## config.mk

```make
export PLATFORM = sky130hd
export DESIGN_NAME = rxd_mask
export DESIGN_NICKNAME = d
export VERILOG_FILES = /design/src/rtl/rxd_pkg.sv /design/src/rtl/rxd_mask.sv
export SDC_FILE = /design/constraint.sdc
export NUM_CORES = 2
export LEC_CHECK = 0
export ABC_AREA = 1
export BUFFER_PORTS_ARGS = -buffer_cell sky130_fd_sc_hd__clkbuf_2
export CORE_MARGIN = 2
export CORE_UTILIZATION = 45
export CTS_BUF_LIST = sky130_fd_sc_hd__clkbuf_2
export DETAILED_ROUTE_END_ITERATION = 8
export PLACE_DENSITY_LB_ADDON = 0.15
export SLEW_MARGIN = 30
export SYNTH_ARGS = -nofsm -noshare
export SYNTH_HDL_FRONTEND = slang
export SYNTH_SLANG_ARGS = --single-unit
```

## constraint.sdc

```tcl
create_clock -name aclk -period 5.09 [get_ports aclk]
set_input_delay 0.509 -clock aclk [delete_from_list [all_inputs] [get_ports aclk]]
set_output_delay 0.509 -clock aclk [all_outputs]
set_load 0.005 [all_outputs]
```

## src/rtl/rxd_pkg.sv

```systemverilog
// ----------------------------------------------------------------------------
// rxd_pkg
// Shared types and constants of the two-layer byte decryptor: request codes,
// register indexes and the control bundles between the sequencer and memories.
// ----------------------------------------------------------------------------
package rxd_pkg;

    // permutation table geometry
    localparam int TBL_DEPTH = 256;
    localparam int TBL_AW    = 8;

    // seed held in four 64-bit words, at most 32 bytes
    localparam int SEED_MAX_BYTES = 32;
    localparam int SEED_IDX_W     = $clog2(SEED_MAX_BYTES);
    localparam int SEED_WORDS     = 4;
    localparam int WORD_W         = 64;

    // request kinds carried on the input tuser
    localparam int KIND_W = 2;
    localparam logic [KIND_W-1:0] KIND_START  = 2'd0;
    localparam logic [KIND_W-1:0] KIND_MASK   = 2'd1;
    localparam logic [KIND_W-1:0] KIND_CIPHER = 2'd2;

    // configuration register indexes
    localparam int REG_IDX_W = 2;
    localparam logic [REG_IDX_W-1:0] REG_SEED0 = 2'd0;
    localparam logic [REG_IDX_W-1:0] REG_SEED1 = 2'd1;
    localparam logic [REG_IDX_W-1:0] REG_SEED2 = 2'd2;
    localparam logic [REG_IDX_W-1:0] REG_SEED3 = 2'd3;

    typedef logic [SEED_WORDS-1:0][WORD_W-1:0] seed_t;

    // access bundle for the permutation table
    typedef struct packed {
        logic              clear;
        logic              wr_en;
        logic [TBL_AW-1:0] wr_addr;
        logic [7:0]        wr_data;
        logic [TBL_AW-1:0] rd_addr;
    } tbl_req_t;

    // control bundle for the mask store
    typedef struct packed {
        logic clear;
        logic push;
        logic pop;
    } mask_ctl_t;

endpackage

```

## src/rtl/rxd_mask.sv

```systemverilog
// ----------------------------------------------------------------------------
// rxd_mask
// Repeating xor mask: byte store with fill length and a cycling read position.
// A pop reads the current byte (registered) and advances the position.
// ----------------------------------------------------------------------------
module rxd_mask #(
    parameter int MASK_DEPTH = 256
) (
    input  logic               aclk,
    input  logic               aresetn,
    input  rxd_pkg::mask_ctl_t ctl,
    input  logic [7:0]         push_data,
    output logic [7:0]         rd_data,
    output logic               empty
);

    localparam int MASK_CAP = (MASK_DEPTH < 255) ? MASK_DEPTH : 255;
    localparam int LEN_W    = $clog2(MASK_CAP + 1);
    localparam int ADDR_W   = $clog2(MASK_DEPTH);

    logic [7:0]       mask_mem [MASK_DEPTH];
    logic [LEN_W-1:0] len_reg, len_next;
    logic [LEN_W-1:0] pos_reg, pos_next;
    logic [LEN_W-1:0] pos_eff, pos_inc;
    logic [7:0]       rd_data_reg;
    logic             full;

    // fill and position bookkeeping
    always_comb begin
        full     = (len_reg == LEN_W'(MASK_CAP));
        empty    = (len_reg == '0);
        pos_eff  = (pos_reg >= len_reg) ? '0 : pos_reg;
        pos_inc  = pos_eff + LEN_W'(1);
        len_next = len_reg;
        pos_next = pos_reg;
        if (ctl.clear) begin
            len_next = '0;
            pos_next = '0;
        end else if (ctl.push && !full) begin
            len_next = len_reg + LEN_W'(1);
        end else if (ctl.pop && !empty) begin
            pos_next = (pos_inc >= len_reg) ? '0 : pos_inc;
        end
    end

    always_ff @(posedge aclk) begin
        if (!aresetn) begin
            len_reg <= '0;
            pos_reg <= '0;
        end else begin
            len_reg <= len_next;
            pos_reg <= pos_next;
        end
    end

    // byte store, appended at the fill length
    always_ff @(posedge aclk) begin
        if (ctl.push && !full) begin
            mask_mem[len_reg[ADDR_W-1:0]] <= push_data;
        end
        if (ctl.pop) begin
            rd_data_reg <= mask_mem[pos_eff[ADDR_W-1:0]];
        end
    end

    assign rd_data = rd_data_reg;

endmodule

```

After elaboration in Yosys (flattened, before gate mapping)
Memory sizes are Yosys's and may differ from the RTL's. A register that Yosys moved wholly into a read port is not among the register bits.
Index checks and enable logic that the tools add are counted.
{ "totals": {"register_bits": 16, "latch_bits": 0, "ramBits": 2048, "romBits": 0, "input_bits": 13, "output_inout_bits": 9, "word_cells": 21, "n_memories": 1} }
{ "memory_table": {"columns": ["name", "words", "width", "read_ports", "rd_ports_with_merged_regs", "write_ports", "line_no", "rtl"], "rows": [
  ["mask_mem", 256, 8, 1, 1, 1, "rxd_mask.sv:21", "logic [7:0] mask_mem [MASK_DEPTH];"]
]} }
{ "classes": {"add_sub_neg": 2, "mul": 0, "div": 0, "magnitude_cmp": 2, "n_eq_ne": 1, "n_shift": 0, "muxes": 4, "bitwise": 2, "n_reduce_logical": 7} }
{ "ops": {"columns": ["op", "count"], "rows": [
  ["8-bit by 1-bit adder with 8-bit output, second input constant", 2],
  ["8-bit greater-or-equal comparator", 2],
  ["8-bit two-way mux", 2],
  ["8-bit equality test, second input constant", 1],
  ["8-bit logical NOT", 1],
  ["1-bit logical AND", 2],
  ["1-bit logical NOT", 2],
  ["1-bit two-way mux", 2],
  ["1-bit NOT", 2],
  ["2-bit AND reduction", 1],
  ["2-bit OR reduction", 1]
]} }

Depth between registers and ports, before layout
{ "logic_depth": {"depth_word": 5, "depth_mapped": 28, "mapped_depth_nobuf": 22} }

Least setup slack after synthesis
OpenSTA, ideal clock, no wires.
{ "synth_timing": {"path_type": "reg-to-reg", "start": "reg pos_reg[0]", "end": "reg pos_reg[3]", "setup_time_ps": 70, "arrival_ps": 4136, "required_ps": 5020, "path_slack_ps": 883, "path_stages_with_launch": 29, "n_path_buf": 6, "synth_period_minus_slack_ps": 4207, "path_cell_list": "dfxtp_1 > buf_2 > buf_2 > buf_1 > buf_1 > inv_1 > ha_1 > inv_1 > nand2_1 > nand2_1 > nand2_1 > nand2_1 > nand2_1 > nand2_4 > nand3_2 > inv_2 > buf_2 > buf_2 > ha_1 > nand3_1 > nor2_1 > nand2_1 > xor2_1 > ha_1 > nand2_1 > o21ai_0 > nor4_4 > nand2_1 > a21oi_1"} }
{ "synth_between": {"elab_chain_len": 5} }
{ "synth_rtl": {"columns": ["element", "line_no", "rtl"], "rows": [
  ["start: declaration", "rxd_mask.sv:23", "logic [LEN_W-1:0] pos_reg, pos_next;"],
  ["start signal: assignment", "rxd_mask.sv:52", "pos_reg <= pos_next;"],
  ["8-bit greater-or-equal comparator", "rxd_mask.sv:32", "pos_eff = (pos_reg >= len_reg) ? '0 : pos_reg;"],
  ["8-bit two-way mux (*)", "rxd_mask.sv:32", null],
  ["8-bit by 1-bit adder with 8-bit output (*)", "rxd_mask.sv:33", "pos_inc = pos_eff + LEN_W'(1);"],
  ["8-bit greater-or-equal comparator", "rxd_mask.sv:42", "pos_next = (pos_inc >= len_reg) ? '0 : pos_inc;"],
  ["8-bit two-way mux (*)", "rxd_mask.sv:42", null]
]} }
Every way passes the cells marked *; elsewhere a longest branch is shown, timed or not.
A chain may end at the register's enable or synchronous reset.

Worst setup path after layout
{ "layout_timing": {"start": "reg len_reg[7]", "end": "reg rd_data_reg[6], in the netlist rd_data[6] (read register of mask_mem) (data pin)"} }
{ "layout_between": {"elab_chain_len": 2} }
{ "layout_rtl": {"columns": ["element", "line_no", "rtl"], "rows": [
  ["start: declaration", "rxd_mask.sv:22", "logic [LEN_W-1:0] len_reg, len_next;"],
  ["start signal: assignment", "rxd_mask.sv:51", "len_reg <= len_next;"],
  ["8-bit greater-or-equal comparator", "rxd_mask.sv:32", null],
  ["8-bit two-way mux", "rxd_mask.sv:32", null],
  ["end: declaration", "rxd_mask.sv:25", "logic [7:0] rd_data_reg;"]
]} }
Every way passes these cells.

==> flow_summary.toml <==
[grt]
antenna_found_initial = 16
grt_pass1_wl_mm = 415
grt_pass1_vias = 64116
grt.total_usage = 0.261
global_route_total_overflow = 0
grt_max_degree = 201

[synth]
synth_area_leaders = "edfxtp_1, nand3_1, inv_1"
total_standard_cell_area_after_synthesis_sq_mm = 0.0936
post_synth_num_cell_types = 34
post-synth-top-area-cell = "edfxtp_1"
synth.top_cell.area_share = 0.660
synth_seq_area_share = 0.663
synth.ff_latch_count = 2072
yosysWarningCount = 0
syn_avg_cell_area_sq_um = 10.2
postSynthCellCount = 9136

[final_layout]
layout-area-overhead-vs-synth_pct = 8.13
share_of_post_route_cells_with_drive_strength_above_1 = 0.119
largest_reg_flops = 2048
commonest_cells_after_routing_fill_and_taps_aside = "edfxtp_1, nand3_1, inv_1, nand2_1, clkbuf_2"
fin_cells = 12326
layout_commonest_cell = "edfxtp_1"
final.fill_count = 19252
sequential_cell_area_sq_mm = 0.0621
area_of_the_multi_input_gates_sq_mm = 0.0220
layout_net_count = 9303
finish.instance_area_sq_mm = 0.101

[timing]
tightestPinTransition_ns = 1.27
finalClockSkew_ns = 0.175
maxClockFrequency_ghz = 0.200
period_minus_slack_ns = 5.00
timing.setup.tns_ns = 0
grt_setup_unrepaired = "false"
finalCritPeriodShare = 0.982
finalSetupViolCount = 0
final_max_tran_viols = 0
hold_violations = 0
max_slew_margin = 0.153

[routing]
drt.antenna.violating_nets = 0
drt-wirelength-per-cell_microns = 22.6
remaining_drc_errors = 0
met2_wirelength_mm = 126
route.vias.total = 66802
violation_count_after_the_first_detailed_route_iteration = 6926
post_drt_via_cell_ratio = 5.42
wirelength_met1_mm = 119
drt-pass1-iter-count = 6
total_wirelength_mm = 279
route.top_layer_used = "met5"
met3_wirelength_mm = 22.4

[cts]
tritoncts_clock_tree = "built"
cts-root-to-sink-buffers = 4
clock_tree_root_buffer_cell = "clkbuf_2"
clk-insertion-delay-late_ns = 1.87
htree_levels = 6
cts_sinks = 2072
cts.clk_slew.worst_paths_ns = 0.12
numCtsBuffers = 564

[outcome]
outcome = "finished, final reports clean"

[worst_setup_path]
max_stage_delay_ns = 0.60
reg_to_reg_endpoint = "rd_data[6]"
worst-endpoint-arrival_ns = 6.69
worstSetupPathType = "flip-flop to flip-flop"
worst_setup_path_start_kind = "flip-flop"
path_cells = "inv_1 > ha_1 > nand2_1 > nor2_1 > nand2_8 > nand3_4 > buf_12 > buf_4 > nand3_1 > nand3_1 > nand3_1 > nand3_1 > nand3_1 > nand3_1 > nand3_1 > nand2_1"
worst-path-max-fanout = 152
regToRegStartpoint = "len_reg[7]"
cpMostUsedCell = "nand3_1"
worstRegToRegCells = 16
required_time_of_the_critical_path_ns = 6.78
reg2reg_setup_slack_ns = 0.09
worst_setup_path_end_kind = "flip-flop"
cpMaxStageDelayCell = "buf_4"

[floorplan]
die_width_microns = 460
fp.coreArea_sq_mm = 0.207
floorplan.die.height_microns = 460
placementRows = 167
design.portCount = 22
die_area_sq_mm = 0.212
start_util = 0.452

[placed_design]
place_inst = 11372
io_buffer_count = 21
post-dp-hpwl_mm = 151
gp_routability_congestion = 0.914
postPlaceCellArea_sq_mm = 0.0959

[pwr]
power.density_cell_area_mw_per_mm2 = 307
power_leakage_nw = 42.5
vdd.ir_drop.worst_mv = 0.212

[hold_path]
worst_hold_startpoint = "push_data[2]"
worst_hold_path.endpoint = "mask_mem[22][2]"
timing.hold.worst.class = "primary input to flip-flop"
holdPathStages = 4

[flow_run]
drv.max_cap_violation_count = 0
[worst max path at each step]
stage / from / slack [ns] / cells past startpoint / endpoint
floorplan: pos_reg[0] / 0.88 / 28 / pos_reg[3]
global placement: len_reg[7] / 0.37 / 16 / rd_data[1]
detailed placement: len_reg[6] / 0.45 / 16 / rd_data[1]
CTS: len_reg[7] / 0.16 / 4 / empty
global route: len_reg[7] / 0.04 / 16 / rd_data[1]
finish: len_reg[7] / 0.09 / 16 / rd_data[6]
[where the power goes]
part	leakage, nW	internal [mW]	switching (mW)
Combinational	20.2	0.0977	0.534
Clock	3.76	4.76	6.88
Sequential	18.6	18.7	0.0148
[metrics by stage]
step                      total power, mW  setup WS (ns)   util  hold slack [ns]
after global placement               19.7          0.369  0.463            0.494
after CTS                            31.3          0.156  0.489           0.0106
after global routing                 32.2         0.0427  0.489            0.121
final                                31.0         0.0895  0.489            0.269
after detailed placement             19.7          0.455  0.464            0.486
after floorplan                      19.3          0.883      -            0.462
[worst max-delay path: cells and delay by family (launching register included)]
kind,cells,cell delay (ns)
fa+ha+maj,1,0.32
simple gates,12,2.49
flops,1,0.43
buf+inv,3,1.27
[area by class of cell]
type,count,share of cell area
sequential,2072,0.613
multi-input combinational,4631,0.217
inverter,1835,0.0683
clock buffer,844,0.0417
tap,2704,0.0334
timing repair buffer,165,0.0209
clock inverter,66,0.00481
antenna,9,0.000223
[routing by layer]
layer / global-route usage / vias to the layer above
met5: 0 / -
met4: 0.106 / 6
met3: 0.0542 / 561
met2: 0.400 / 2845
met1: 0.363 / 32344
li1: - / 31046
[cells by family (layout without fill, tap and decap cells)]
kind of cell	count (synthesis)	count (layout)	synth area share
AO/OA/AOI/OAI	80	80	0.00497
XOR/XNOR	6	6	0.000562
adder cells (fa/ha/maj)	21	21	0.00281
buffers and inverters	2440	2910	0.104
flip-flops	2072	2072	0.663
other	1	17	0.0000401
AND/OR/NAND/NOR	4516	4516	0.225
[repair_timing]
action,4_1_cts,5_1_grt
hold buffers,33,0
setup buffers,0,0
endpoints found under the setup margin,0,0
resized for setup,0,0
endpoints found under the hold margin,2485,0
[cells in the mapped netlist (all sizes together)]
cell	number
nor3	7
xor2	6
a21oi	21
nand2	1539
a2111oi	1
inv	1833
or2	96
o21a	2
buf	410
ha	21
a22oi	1
edfxtp	2056
nand4	564
nand3b	1
conb	1
clkbuf	195
o211ai	17
nor4	1
nor2	435
o21ai	38
nand3	1873
dfxtp	16
clkinv	2
Power figures use the tool's default switching activity.
