`src/rtl/rxd_pkg.sv`:
```
// ----------------------------------------------------------------------------
// rxd_pkg
// Shared types and constants of the two-layer byte decryptor: request codes,
// register indexes and the control bundles between the sequencer and memories.
// ----------------------------------------------------------------------------
package rxd_pkg;

    // permutation table geometry
    localparam int TBL_DEPTH = 256;
    localparam int TBL_AW    = 8;

    // seed held in four 64-bit words, at most 32 bytes
    localparam int SEED_MAX_BYTES = 32;
    localparam int SEED_IDX_W     = $clog2(SEED_MAX_BYTES);
    localparam int SEED_WORDS     = 4;
    localparam int WORD_W         = 64;

    // request kinds carried on the input tuser
    localparam int KIND_W = 2;
    localparam logic [KIND_W-1:0] KIND_START  = 2'd0;
    localparam logic [KIND_W-1:0] KIND_MASK   = 2'd1;
    localparam logic [KIND_W-1:0] KIND_CIPHER = 2'd2;

    // configuration register indexes
    localparam int REG_IDX_W = 2;
    localparam logic [REG_IDX_W-1:0] REG_SEED0 = 2'd0;
    localparam logic [REG_IDX_W-1:0] REG_SEED1 = 2'd1;
    localparam logic [REG_IDX_W-1:0] REG_SEED2 = 2'd2;
    localparam logic [REG_IDX_W-1:0] REG_SEED3 = 2'd3;

    typedef logic [SEED_WORDS-1:0][WORD_W-1:0] seed_t;

    // access bundle for the permutation table
    typedef struct packed {
        logic              clear;
        logic              wr_en;
        logic [TBL_AW-1:0] wr_addr;
        logic [7:0]        wr_data;
        logic [TBL_AW-1:0] rd_addr;
    } tbl_req_t;

    // control bundle for the mask store
    typedef struct packed {
        logic clear;
        logic push;
        logic pop;
    } mask_ctl_t;

endpackage

```
`src/rtl/rxd_core.sv`:
```
// ----------------------------------------------------------------------------
// rxd_core
// Sequencer: runs the key schedule and the keystream step as read, read,
// swap phases on the permutation table, combines mask and keystream bytes
// and holds the result register.
// ----------------------------------------------------------------------------
module rxd_core #(
    parameter int SEED_BYTES = 32
) (
    input  logic                aclk,
    input  logic                aresetn,
    input  logic                s_valid,
    output logic                s_ready,
    input  logic [1:0]          s_kind,
    input  logic [7:0]          s_data,
    output logic                m_valid,
    input  logic                m_ready,
    output logic [7:0]          m_data,
    output logic                m_no_mask,
    input  rxd_pkg::seed_t      seed,
    output rxd_pkg::tbl_req_t   tbl_req,
    input  logic [7:0]          tbl_rd_data,
    output rxd_pkg::mask_ctl_t  mask_ctl,
    input  logic [7:0]          mask_rd_data,
    input  logic                mask_empty
);

    localparam int SW = rxd_pkg::SEED_IDX_W;

    typedef enum logic [2:0] {
        ST_IDLE,
        ST_KS_RDI,
        ST_RDJ,
        ST_SWAP,
        ST_KS_WRJ,
        ST_OUT,
        ST_HOLD
    } state_t;

    state_t        state_reg, state_next;
    logic [7:0]    i_reg, i_next;
    logic [7:0]    j_reg, j_next;
    logic [SW-1:0] seed_cnt_reg, seed_cnt_next;
    logic          ks_mode_reg, ks_mode_next;
    logic          m_valid_reg, m_valid_next;
    logic [7:0]    m_data_reg, m_data_next;
    logic          m_flag_reg, m_flag_next;
    logic [7:0]    si_reg, si_next;
    logic [7:0]    sj_reg, sj_next;
    logic [7:0]    t_reg, t_next;
    logic [7:0]    data_reg, data_next;
    logic [7:0]    mbyte_reg, mbyte_next;
    logic          empty_reg, empty_next;
    logic [7:0]    pend_reg, pend_next;
    logic [7:0]    seed_byte;
    logic [7:0]    ks;
    logic [7:0]    plain;
    logic          out_free;

    // seed byte for the current key schedule position
    assign seed_byte = seed[seed_cnt_reg[SW-1:3]][{seed_cnt_reg[2:0], 3'b000} +: 8];

    // keystream byte after the swap, forwarding the two fresh writes
    always_comb begin
        if (t_reg == j_reg) begin
            ks = si_reg;
        end else if (t_reg == i_reg) begin
            ks = sj_reg;
        end else begin
            ks = tbl_rd_data;
        end
        plain = data_reg ^ mbyte_reg ^ ks;
    end

    assign out_free = !m_valid_reg || m_ready;

    // phase sequencing
    always_comb begin
        state_next    = state_reg;
        i_next        = i_reg;
        j_next        = j_reg;
        seed_cnt_next = seed_cnt_reg;
        ks_mode_next  = ks_mode_reg;
        m_valid_next  = m_valid_reg && !m_ready;
        m_data_next   = m_data_reg;
        m_flag_next   = m_flag_reg;
        si_next       = si_reg;
        sj_next       = sj_reg;
        t_next        = t_reg;
        data_next     = data_reg;
        mbyte_next    = mbyte_reg;
        empty_next    = empty_reg;
        pend_next     = pend_reg;
        tbl_req       = '0;
        mask_ctl      = '0;
        s_ready       = (state_reg == ST_IDLE);

        case (state_reg)
            ST_IDLE: begin
                if (s_valid) begin
                    case (s_kind)
                        rxd_pkg::KIND_START: begin
                            tbl_req.clear  = 1'b1;
                            mask_ctl.clear = 1'b1;
                            i_next         = '0;
                            j_next         = '0;
                            seed_cnt_next  = '0;
                            ks_mode_next   = 1'b1;
                            state_next     = ST_KS_RDI;
                        end
                        rxd_pkg::KIND_MASK: begin
                            mask_ctl.push = 1'b1;
                        end
                        rxd_pkg::KIND_CIPHER: begin
                            mask_ctl.pop    = 1'b1;
                            empty_next      = mask_empty;
                            data_next       = s_data;
                            i_next          = i_reg + 8'd1;
                            tbl_req.rd_addr = i_reg + 8'd1;
                            ks_mode_next    = 1'b0;
                            state_next      = ST_RDJ;
                        end
                        default: begin
                        end
                    endcase
                end
            end
            ST_KS_RDI: begin
                tbl_req.rd_addr = i_reg;
                state_next      = ST_RDJ;
            end
            ST_RDJ: begin
                si_next         = tbl_rd_data;
                j_next          = j_reg + tbl_rd_data + (ks_mode_reg ? seed_byte : 8'd0);
                tbl_req.rd_addr = j_next;
                mbyte_next      = empty_reg ? 8'd0 : mask_rd_data;
                state_next      = ST_SWAP;
            end
            ST_SWAP: begin
                sj_next         = tbl_rd_data;
                tbl_req.wr_en   = 1'b1;
                tbl_req.wr_addr = i_reg;
                tbl_req.wr_data = tbl_rd_data;
                t_next          = si_reg + tbl_rd_data;
                tbl_req.rd_addr = t_next;
                state_next      = ks_mode_reg ? ST_KS_WRJ : ST_OUT;
            end
            ST_KS_WRJ: begin
                tbl_req.wr_en   = 1'b1;
                tbl_req.wr_addr = j_reg;
                tbl_req.wr_data = si_reg;
                if (i_reg == 8'hFF) begin
                    i_next       = '0;
                    j_next       = '0;
                    ks_mode_next = 1'b0;
                    state_next   = ST_IDLE;
                end else begin
                    i_next        = i_reg + 8'd1;
                    seed_cnt_next = (seed_cnt_reg == SW'(SEED_BYTES - 1)) ? '0
                                                                         : seed_cnt_reg + SW'(1);
                    state_next    = ST_KS_RDI;
                end
            end
            ST_OUT: begin
                tbl_req.wr_en   = 1'b1;
                tbl_req.wr_addr = j_reg;
                tbl_req.wr_data = si_reg;
                if (out_free) begin
                    m_valid_next = 1'b1;
                    m_data_next  = plain;
                    m_flag_next  = empty_reg;
                    state_next   = ST_IDLE;
                end else begin
                    pend_next  = plain;
                    state_next = ST_HOLD;
                end
            end
            ST_HOLD: begin
                if (out_free) begin
                    m_valid_next = 1'b1;
                    m_data_next  = pend_reg;
                    m_flag_next  = empty_reg;
                    state_next   = ST_IDLE;
                end
            end
            default: begin
                state_next = ST_IDLE;
            end
        endcase
    end

    // state, indices and result register
    always_ff @(posedge aclk) begin
        if (!aresetn) begin
            state_reg    <= ST_IDLE;
            i_reg        <= '0;
            j_reg        <= '0;
            seed_cnt_reg <= '0;
            ks_mode_reg  <= 1'b0;
            m_valid_reg  <= 1'b0;
        end else begin
            state_reg    <= state_next;
            i_reg        <= i_next;
            j_reg        <= j_next;
            seed_cnt_reg <= seed_cnt_next;
            ks_mode_reg  <= ks_mode_next;
            m_valid_reg  <= m_valid_next;
        end
        m_data_reg <= m_data_next;
        m_flag_reg <= m_flag_next;
        si_reg     <= si_next;
        sj_reg     <= sj_next;
        t_reg      <= t_next;
        data_reg   <= data_next;
        mbyte_reg  <= mbyte_next;
        empty_reg  <= empty_next;
        pend_reg   <= pend_next;
    end

    assign m_valid   = m_valid_reg;
    assign m_data    = m_data_reg;
    assign m_no_mask = m_flag_reg;

endmodule
```
`config.mk`:
```
export PLATFORM = sky130hd
export DESIGN_NAME = rxd_core
export DESIGN_NICKNAME = d
export VERILOG_FILES = /design/src/rtl/rxd_pkg.sv /design/src/rtl/rxd_core.sv
export SDC_FILE = /design/constraint.sdc
export NUM_CORES = 1
export LEC_CHECK = 0
export BUFFER_PORTS_ARGS = -buffer_cell sky130_fd_sc_hd__buf_2
export CAP_MARGIN = 30
export CELL_PAD_IN_SITES_DETAIL_PLACEMENT = 0
export CELL_PAD_IN_SITES_GLOBAL_PLACEMENT = 1
export CORE_ASPECT_RATIO = 0.9
export CORE_MARGIN = 2
export CORE_UTILIZATION = 36
export CTS_CLUSTER_DIAMETER = 150
export DETAILED_ROUTE_END_ITERATION = 6
export PLACE_DENSITY_LB_ADDON = 0.1
export SYNTH_ARGS = -nofsm -noshare
export SYNTH_HDL_FRONTEND = slang
export SYNTH_SLANG_ARGS = --single-unit
```
`constraint.sdc`:
```
create_clock -name aclk -period 7.3 [get_ports aclk]
set_input_delay 1.46 -clock aclk [delete_from_list [all_inputs] [get_ports aclk]]
set_output_delay 1.46 -clock aclk [all_outputs]
set_load 0.01 [all_outputs]
```
Word-level counts from Yosys, hierarchy flattened
Index checks and enable logic that the tools add are counted.
Operators by class
  $lt $le $gt $ge: 1
  shifts and indexed selects: 1
  add/subtract/negate cells: 5
  muxes and demuxes: 45
  equal/unequal tests: 19
  bitwise operators: 3
  reductions and logical operators: 20
Operator list (count)
  $bmux W64 S2: 1
  $mux W8: 12
  $mux W64: 1
  $shiftx A64 B7 Y8: 1
  $pmux W8 S2: 3
  $pmux W17 S2: 1
  $pmux W8 S4: 1
  $add A8 B8 Y8: 3
  $pmux W8 S3: 1
  $pmux W3 S7: 1
  $mux W5: 4
  $eq A8 B8 Y1: 2
  $xor A8 B8 Y8: 2
  $mux W3: 5
  $reduce_and A3 Y1: 4
  $reduce_and A4 Y1: 3
  $mux W1: 11
  $ne A2 B2 Y1 const B: 5
  $pmux W5 S2: 1
  $eq A3 B3 Y1 const B: 3
  $add A8 B1 Y8 const B: 1
  $eq A8 B8 Y1 const B: 1
  $eq A3 B2 Y1 const B: 2
  $pmux W3 S2: 1
  other kinds (19): 24
Storage, ports and cells
  output and inout port bits: 40
  register bits after elaboration: 84
  logic and storage cells: 109

Depth between registers and ports, before layout
Gate-level depths: netlist of run 1.
  word-level depth: 6
  gate-level depth with buffers: 20

Worst setup path after synthesis of run 1
Ideal clock, no wire load.
  path kind: input port to output port
  start: input port seed[249] (netlist bit)
  end: output port tbl_req[7] (netlist bit)
  arrival: 5.038 ns
  setup slack: 0.802 ns
  buffers on the path: 0
  required time: 5.840 ns
  cell stages on the path: 16
  path through: mux4_2 mux4_2 mux2_2 nand2_1 fa_1 inv_1 ha_1 inv_1 fa_1 nand2b_1 a21oi_1 o21ai_0 and3_1 or4b_1 nand3_1 a21o_1
RTL lines
  start, declared: RTL line rxd_core.sv:20  | input rxd_pkg::seed_t seed,
  end, declared: RTL line rxd_core.sv:21  | output rxd_pkg::tbl_req_t tbl_req,

==> impl_metrics.env, run 1 <==
export IMPL_path_class="in -> out"
export IMPL_grt_max_degree=40
export IMPL_yosysSeqAreaShare=0.3331
export IMPL_syn_nets=879
export IMPL_core_mm2=0.01847
export IMPL_final_cell_mix="326 x buf_2, 78 x mux4_2, 58 x edfxtp_1"
export IMPL_synth_edf_count=58
export IMPL_cts_tree="built"
export IMPL_cts_sinks=84
export IMPL_ys_types=53
export IMPL_fin_crit_ns=7.072
export IMPL_synth_simple_gate_area_frac=0.1083
export IMPL_rsz0062_at_grt="no"
export IMPL_drive_gt1_frac=0.5172
export IMPL_chipHeight_um=134.3
export IMPL_synth_compound_area_frac=0.09324
export IMPL_async_flop_share=0
export IMPL_final_net_count=1182
export IMPL_syn_area_mm2=0.006790
export IMPL_final_common_cell="buf_2"
export IMPL_via_per_inst=5.491
export IMPL_start_util=0.3677
export IMPL_area_growth_syn_to_layout_pct=31.53
export IMPL_synth_seq_cells=84
export IMPL_worst_pin_slew_ns=0.9806
export IMPL_arrival_ns=5.61
export IMPL_num_fill_cells=1773
export IMPL_htreeDepth=3
export IMPL_dr_pass1_iters=4
export IMPL_antenna_found_initial=15
export IMPL_grt_pass1_vias=6597
export IMPL_syn_avg_cell_area_um2=11.98
export IMPL_hold_slack_ns=0.5191
export IMPL_hold_viol=0
export IMPL_grtUsageTotal=0.2755
export IMPL_ys_warnings_count=0
export IMPL_maxCapViolations=0
export IMPL_wl_per_cell_um=23.87
export IMPL_hold_class="reg -> reg"
export IMPL_startpoint_type="primary input"
export IMPL_io_pins=327
export IMPL_portBuffers=326
export IMPL_cts_setup_buffers=0
export IMPL_slowest_stage="mux4_2"
export IMPL_ctsLongestPathBuffers=2
export IMPL_num_rows=47
export IMPL_vias=6210
export IMPL_cp_data_required_time_ns=5.84
export IMPL_synthCells=567
export IMPL_place_congestion=0.9792
export IMPL_cp_end_kind="output pin"
export IMPL_leakagePower_nw=3.709
export IMPL_drv_slew=0
export IMPL_status="complete, no violations"
export IMPL_cts_root_buf="clkbuf_16"
export IMPL_cts_buffers=9
export IMPL_synth_fa_ha_area_frac=0.05602
export IMPL_drc=0
export IMPL_synth_area_mux_share=0.3138
export IMPL_hold_buffers=0
export IMPL_ir_drop_uv=104.2
export IMPL_synth_top_flop_cell="edfxtp_1"
export IMPL_cpPeakStageDelay_ns=0.52
export IMPL_die_w_um=148.8
export IMPL_clock_skew_ns=0.008977
export IMPL_hpwlAfterDp_mm=22.87
export IMPL_tns_ns=0
export IMPL_fmax_mhz=141.4
export IMPL_wl_mm=26.99
export IMPL_grt_first_pass_wirelength_mm=40.30
export IMPL_critPathMaxFanout=3
export IMPL_synth_top_family_by_area="multiplexers"
export IMPL_antenna_left=0
export IMPL_drt_initial_drc_count=366
export IMPL_synth_xor_area_frac=0.05804
export IMPL_max_slew_margin=0.3454
export IMPL_gr_total_overflow=0
export IMPL_setup_viol=0
export IMPL_cts_resized=0
export IMPL_p_per_area_mw_per_mm2=153.2
export IMPL_clk_pin_slew_ns=0.06
export IMPL_finalCritPeriodShare=0.9688
export IMPL_dieArea_mm2=0.01998
export IMPL_insertion_delay_ns=0.34
export IMPL_path_cells="buf_2 > mux4_2 > mux4_2 > mux2_2 > nand2_1 > fa_1 > inv_1 > ha_1 > inv_1 > fa_1 > nand2b_1 > a21oi_1 > o21ai_0 > and3_1 > or4b_1 > nand3_1 > a21o_1 > buf_2"
-- where the power goes --
group	internal, mW	total (mW)	switching, mW
Clock	0.264	0.455	0.191
Combinational	0.175	0.343	0.168
Sequential	0.541	0.570	0.0292
-- kinds of logic after synthesis --
logic type,count (synthesis)
AND/OR/NAND/NOR,143
adder cells (fa/ha/maj),25
AO/OA/AOI/OAI,98
buffers and inverters,59
multiplexers,113
flip-flops,84
XOR/XNOR,45
-- final cells by class --
class,count,area (µm²),share of cell area
antenna,12,30.03,0.003362
clock buffer,9,225.2,0.02522
clock inverter,6,65.06,0.007285
inverter,17,63.81,0.007145
multi-input combinational,424,4282,0.4794
sequential,84,2267,0.2539
tap,245,306.5,0.03432
timing repair buffer,334,1692,0.1894
-- metal layers --
| layer | vias to the layer above | part of all wire | GRT usage |
|---|---|---|---|
| li1 | 2821 | - | - |
| met1 | 3074 | 0.40 | 0.3391 |
| met2 | 263 | 0.50 | 0.4712 |
| met3 | 46 | 0.058 | 0.06122 |
| met4 | 6 | 0.035 | 0.1111 |
| met5 | - | 0.0014 | 0 |
-- Yosys cell counts, types with 4 or more instances --
cell type | number | area, µm²
mux4_2 | 78 | 1757
edfxtp_1 | 58 | 1742
nand2_1 | 32 | 120.1
a21oi_1 | 31 | 155.2
nor2_1 | 30 | 112.6
dfxtp_1 | 26 | 520.5
xnor2_1 | 26 | 227.7
clkbuf_1 | 25 | 93.84
nor2b_1 | 25 | 156.4
mux2_2 | 19 | 214.0
o21ai_0 | 19 | 95.09
xor2_1 | 19 | 166.4
a22o_1 | 16 | 140.1
ha_1 | 16 | 200.2
inv_1 | 16 | 60.06
mux2i_1 | 16 | 160.2
a22oi_1 | 11 | 82.58
fa_1 | 9 | 180.2
nand3_1 | 9 | 45.04
buf_1 | 8 | 30.03
nor3_1 | 8 | 40.04
and3_1 | 7 | 43.79
nand2b_1 | 6 | 37.54
or3_1 | 6 | 37.54
buf_2 | 5 | 25.02
a21o_1 | 4 | 30.03
nor4_1 | 4 | 25.02
-- worst max-delay path: cells and delay by family --
kind                     cells  cell delay (ns)
adder cells (fa/ha/maj)      3             1.04
AO/OA/AOI/OAI                3             0.38
AND/OR/NAND/NOR              5             1.06
multiplexers                 3             1.28
buffers and inverters        4             0.38
-- path summary, 6_finish.rpt --
check | start | endpoint | slack (ns) | cells past startpoint
max | seed[241] | tbl_req[7] | 0.23 | 18
min | m_valid | m_valid | 0.52 | 2
min reg2reg | m_valid | m_valid | 0.52 | 2
max reg2reg | seed_cnt_reg[3] | j_reg[7] | 2.59 | 14
-- stage by stage --
| step | setup WS (ns) | utilization | std cells | power (mW) | instance area, µm² |
|---|---|---|---|---|---|
| after CTS | 0.2412 | 0.4820 | 1119 | 1.376 | 8901 |
| after global routing | 0.006802 | 0.4834 | 1129 | 1.438 | 8926 |
| final | 0.2276 | 0.4837 | 1131 | 1.368 | 8931 |
| after detailed placement | 0.2466 | 0.4663 | 1104 | 0.9232 | 8611 |
| after global placement | 0.2842 | 0.4663 | 1104 | 0.9163 | 8611 |
| after floorplan | 0.8024 | - | 567 | 0.7661 | 6790 |
No activity file was read; power rests on OpenSTA's default activity.
==> run 2, diff against run 1 <==
--- a/config.mk
+++ b/config.mk
@@ -14,7 +14,7 @@
 export CORE_UTILIZATION = 36
 export CTS_CLUSTER_DIAMETER = 150
 export DETAILED_ROUTE_END_ITERATION = 6
-export PLACE_DENSITY_LB_ADDON = 0.1
+export PLACE_DENSITY = 0.79
 export SYNTH_ARGS = -nofsm -noshare
 export SYNTH_HDL_FRONTEND = slang
 export SYNTH_SLANG_ARGS = --single-unit
==> run 2 against run 1 <==
Compared with the run above:
- first-iteration DRC count decreased by 0.55%
- global-route usage decreased by 3.0 points
- final area increased by 0.59%
- sequential power about the same
- setup slack improved by 0.079 ns
- fmax increased by 1.1%
- largest power group unchanged
- highest routed layer unchanged
==> impl_metrics.env, run 2 (synthesis results as in run 1) <==
export IMPL_fin_crit_ns=6.993
export IMPL_preCtsSetupSlack_ns=0.2968
export IMPL_leakagePower_nw=3.739
export IMPL_via_per_inst=5.416
export IMPL_maxCapViolations=0
export IMPL_drc=0
export IMPL_top_layer="met5"
export IMPL_ctsLongestPathBuffers=2
export IMPL_cp_data_required_time_ns=5.84
export IMPL_hold_class="reg -> reg"
export IMPL_dr_pass1_iters=4
export IMPL_p_total_mw=1.426
export IMPL_hold_buffers=0
export IMPL_io_pins=327
export IMPL_max_slew_margin=0.4358
export IMPL_fmax_mhz=143.0
export IMPL_antenna_left=0
export IMPL_hold_viol=0
export IMPL_clock_skew_ns=0.01109
export IMPL_cts_buffers=9
export IMPL_setup_slack_ns=0.3065
export IMPL_drive_gt1_frac=0.5194
export IMPL_cts_tree="built"
export IMPL_chipHeight_um=134.3
export IMPL_met2_length_mm=12.19
export IMPL_startpoint_type="primary input"
export IMPL_grtUsageTotal=0.2456
export IMPL_cp_end_kind="output pin"
export IMPL_drv_slew=0
export IMPL_wl_mm=24.62
export IMPL_antenna_found_initial=7
export IMPL_grt_first_pass_wirelength_mm=36.70
export IMPL_die_w_um=148.8
export IMPL_insertion_delay_ns=0.35
export IMPL_final_common_cell="buf_2"
export IMPL_wl_per_cell_um=21.86
export IMPL_grt_max_degree=39
export IMPL_cts_sinks=84
export IMPL_grt_pass1_vias=6139
export IMPL_hpwlAfterDp_mm=20.59
export IMPL_dieArea_mm2=0.01998
export IMPL_rsz0062_at_grt="no"
export IMPL_start_util=0.3677
export IMPL_finalCritPeriodShare=0.9580
export IMPL_clk_pin_slew_ns=0.07
export IMPL_status="complete, no violations"
export IMPL_met1Wirelength_mm=10.23
export IMPL_critPathMaxFanout=3
export IMPL_arrival_ns=5.53
export IMPL_p_per_area_mw_per_mm2=158.7
export IMPL_final_net_count=1183
export IMPL_cts_root_buf="clkbuf_16"
export IMPL_cts_resized=0
export IMPL_dpl_cell_area_mm2=0.008643
export IMPL_htreeDepth=3
export IMPL_path_class="in -> out"
export IMPL_hold_slack_ns=0.5076
export IMPL_num_rows=47
export IMPL_dr_wl_met3_mm=1.741
export IMPL_cts_setup_buffers=0
export IMPL_gr_total_overflow=0
export IMPL_vias=6098
export IMPL_worst_pin_slew_ns=0.8453
export IMPL_fin_area_mm2=0.008984
export IMPL_portBuffers=326
export IMPL_tns_ns=0
export IMPL_setup_viol=0
export IMPL_final_cell_mix="326 x buf_2, 78 x mux4_2, 58 x edfxtp_1"
export IMPL_core_mm2=0.01847
export IMPL_ir_drop_uv=114.1
export IMPL_place_congestion=0.9289
export IMPL_drt_initial_drc_count=364
export IMPL_area_growth_syn_to_layout_pct=32.30
[run 2: cell count changes in the layout (fill, tap and decap cells not counted)]
cell | before | now
clkinv_4 | 2 | 0
inv_6 | 1 | 3
inv_8 | 0 | 1
buf_12 | 0 | 2
clkinv_1 | 1 | 0
diode_2 | 12 | 5
bufinv_16 | 1 | 2
buf_4 | 8 | 7
[run 2: path summary, 6_finish.rpt]
check                                      from    endpoint  slack [ns]  depth (start not counted)
worst max-delay path                  seed[249]  tbl_req[7]        0.31                         18
worst min-delay path                    m_valid     m_valid        0.51                          2
worst min register to register          m_valid     m_valid        0.51                          2
worst max register to register  seed_cnt_reg[3]    j_reg[7]        2.53                         15
[run 2: stage by stage]
stage,utilization,cells
6_report,0.4865,1126
5_1_grt,0.4865,1126
4_1_cts,0.4858,1121
3_5_place_dp,0.4681,1105
3_3_place_gp,0.4681,1105
2_1_floorplan,-,567
[run 2: cell type report]
| class | instances | area [µm²] |
|---|---|---|
| Sequential cell | 84 | 2267 |
| Inverter | 17 | 63.81 |
| Fill cell | 1752 | 9482 |
| Clock inverter | 7 | 102.6 |
| Antenna cell | 5 | 12.51 |
| Multi-Input combinational cell | 424 | 4282 |
| Clock buffer | 9 | 225.2 |
| Tap cell | 245 | 306.5 |
| Timing Repair Buffer | 335 | 1724 |
[run 2: worst max-delay path, cell delays in order]
cell and delay (ns):
buf_2 0.09, mux4_2 0.47, mux4_2 0.47, mux2_2 0.29, nand2_1 0.08, fa_1 0.41, inv_1 0.07, ha_1 0.18
inv_1 0.07, fa_1 0.43, nand2b_1 0.20, a21oi_1 0.18, o21ai_0 0.12, and3_1 0.19, or4b_1 0.49, nand3_1 0.11
a21o_1 0.08, buf_2 0.14
[run 2: power breakdown]
group          total (mW)  switching [mW]  leakage (nW)  internal [mW]
Sequential          0.568          0.0274         0.741          0.541
Clock               0.510           0.205         0.163          0.305
Combinational       0.347           0.172          2.84          0.176
[run 2: layer usage]
| metal | vias up | track usage |
|---|---|---|
| met5 | - | 0 |
| li1 | 2816 | - |
| met3 | 26 | 0.05000 |
| met1 | 2971 | 0.3222 |
| met2 | 283 | 0.4149 |
| met4 | 2 | 0.06825 |
==> run 3, diff against run 2 <==
--- a/config.mk
+++ b/config.mk
@@ -11,10 +11,10 @@
 export CELL_PAD_IN_SITES_GLOBAL_PLACEMENT = 1
 export CORE_ASPECT_RATIO = 0.9
 export CORE_MARGIN = 2
-export CORE_UTILIZATION = 36
+export CORE_UTILIZATION = 39
 export CTS_CLUSTER_DIAMETER = 150
 export DETAILED_ROUTE_END_ITERATION = 6
-export PLACE_DENSITY = 0.79
+export PLACE_DENSITY = 0.85
 export SYNTH_ARGS = -nofsm -noshare
 export SYNTH_HDL_FRONTEND = slang
 export SYNTH_SLANG_ARGS = --single-unit
==> constraint.sdc (replaced) <==
create_clock -name aclk -period 8.91 [get_ports aclk]
set_input_delay 1.782 -clock aclk [delete_from_list [all_inputs] [get_ports aclk]]
set_output_delay 1.782 -clock aclk [all_outputs]
set_load 0.01 [all_outputs]
==> run 3 against run 2 <==
Compared with the run above:
- sequential power is 18% lower
- die area is 7.5% lower
- final area is 0.93% lower
- highest routed layer is now met4
==> impl_metrics.env, run 3 (synthesis results as in run 1) <==
export IMPL_final_util=0.5251
export IMPL_hold_class="reg -> reg"
export IMPL_path_class="in -> out"
export IMPL_p_per_area_mw_per_mm2=126.9
export IMPL_max_slew_margin=0.3293
export IMPL_finalCritPeriodShare=0.8670
export IMPL_clock_skew_ns=0.005301
export IMPL_arrival_ns=5.94
export IMPL_num_rows=45
export IMPL_ctsLongestPathBuffers=2
export IMPL_grtUsageTotal=0.2773
export IMPL_clk_pin_slew_ns=0.06
export IMPL_insertion_delay_ns=0.34
export IMPL_rsz0062_at_grt="no"
export IMPL_leakagePower_nw=3.698
export IMPL_gr_total_overflow=0
export IMPL_cts_setup_buffers=0
export IMPL_place_congestion=0.9179
export IMPL_status="complete, no violations"
export IMPL_area_growth_syn_to_layout_pct=31.07
export IMPL_wl_mm=25.56
export IMPL_ir_drop_uv=86.44
export IMPL_via_per_inst=5.548
export IMPL_cts_root_buf="clkbuf_16"
export IMPL_cts_buffers=9
export IMPL_drc=0
export IMPL_worst_pin_slew_ns=1.005
export IMPL_setup_slack_ns=1.185
export IMPL_hpwlAfterDp_mm=21.37
export IMPL_drt_initial_drc_count=438
export IMPL_hold_buffers=0
export IMPL_grt_pass1_vias=6088
export IMPL_grt_max_degree=49
export IMPL_preCtsSetupSlack_ns=1.204
export IMPL_setup_viol=0
export IMPL_final_cell_mix="326 x buf_2, 78 x mux4_2, 58 x edfxtp_1"
export IMPL_cts_sinks=84
export IMPL_chipHeight_um=129.2
export IMPL_antenna_found_initial=11
export IMPL_portBuffers=326
export IMPL_vias=6181
export IMPL_grt_first_pass_wirelength_mm=37.09
export IMPL_dr_pass1_iters=5
export IMPL_wl_per_cell_um=22.95
export IMPL_cts_tree="built"
export IMPL_drv_slew=0
export IMPL_tns_ns=0
export IMPL_final_net_count=1180
export IMPL_htreeDepth=3
export IMPL_dieArea_mm2=0.01848
export IMPL_cp_end_kind="output pin"
export IMPL_final_common_cell="buf_2"
export IMPL_hold_viol=0
export IMPL_startpoint_type="primary input"
export IMPL_fin_crit_ns=7.725
export IMPL_antenna_left=0
export IMPL_start_util=0.4007
export IMPL_maxCapViolations=0
export IMPL_core_mm2=0.01695
export IMPL_final_cells=1114
export IMPL_io_pins=327
export IMPL_place_inst=1092
export IMPL_fmax_mhz=129.5
export IMPL_die_w_um=143.1
export IMPL_cts_resized=0
export IMPL_cp_data_required_time_ns=7.13
export IMPL_critPathMaxFanout=3
export IMPL_drive_gt1_frac=0.5166
[run 3: cell count changes in the layout (fill, tap and decap cells not counted), sizes merged]
cell,delta
buf,-3
inv,-3
clkinv,+2
bufinv,-1
clkbuf,+1
clkinvlp,+1
diode,+1
[run 3: report_power, final]
group / internal, mW / leakage [nW] / switching (mW) / total, mW
Clock: 0.220 / 0.143 / 0.160 / 0.380
Combinational: 0.144 / 2.81 / 0.140 / 0.284
Sequential: 0.443 / 0.741 / 0.0219 / 0.465
Total: 0.807 / 3.70 / 0.322 / 1.13
[run 3: cell type report]
class | count | area, µm²
clock inverters | 6 | 72.57
inverters | 17 | 63.81
fillers | 1537 | 8048
flip-flops and latches | 84 | 2267
repair buffers | 332 | 1677
clock buffers | 10 | 229.0
multi-input cells | 424 | 4282
diodes | 6 | 15.01
well taps | 235 | 294.0
[run 3: final timing paths]
| path | to | from | cells after the start | slack [ns] |
|---|---|---|---|---|
| hold reg to reg | m_valid | m_valid | 2 | 0.51 |
| setup / recovery | tbl_req[7] | seed[217] | 18 | 1.19 |
| setup reg to reg | j_reg[7] | seed_cnt_reg[3] | 14 | 3.74 |
| hold / removal | m_valid | m_valid | 2 | 0.51 |
[run 3: worst max-delay path, stage by stage]
cell and delay (ns):
buf_2 0.12, mux4_2 0.48, mux4_2 0.48, mux2_2 0.28, nand2_1 0.08, fa_1 0.40
inv_1 0.06, ha_1 0.18, inv_1 0.07, fa_1 0.44, nand2b_1 0.20, a21oi_1 0.20
o21ai_0 0.14, and3_1 0.20, or4b_1 0.49, nand3_1 0.11, a21o_1 0.09, buf_2 0.13
[run 3: per-layer routing]
layer / vias to the layer above / wire [µm] / GRT usage
met4: 0 / 780 / 0.08154
met1: 3045 / 10470 / 0.3608
met5: - / 0 / 0
met2: 283 / 12800 / 0.4779
li1: 2814 / - / -
met3: 39 / 1511 / 0.04841
[run 3: stage by stage]
step / power (mW) / area [µm²] / hold slack (ns)
finish: 1.129 / 8900 / 0.5125
global route: 1.180 / 8895 / 0.5388
floorplan: 0.6277 / 6790 / 0.4932
global placement: 0.7516 / 8583 / 0.4962
CTS: 1.134 / 8885 / 0.5175
detailed placement: 0.7550 / 8583 / 0.5057
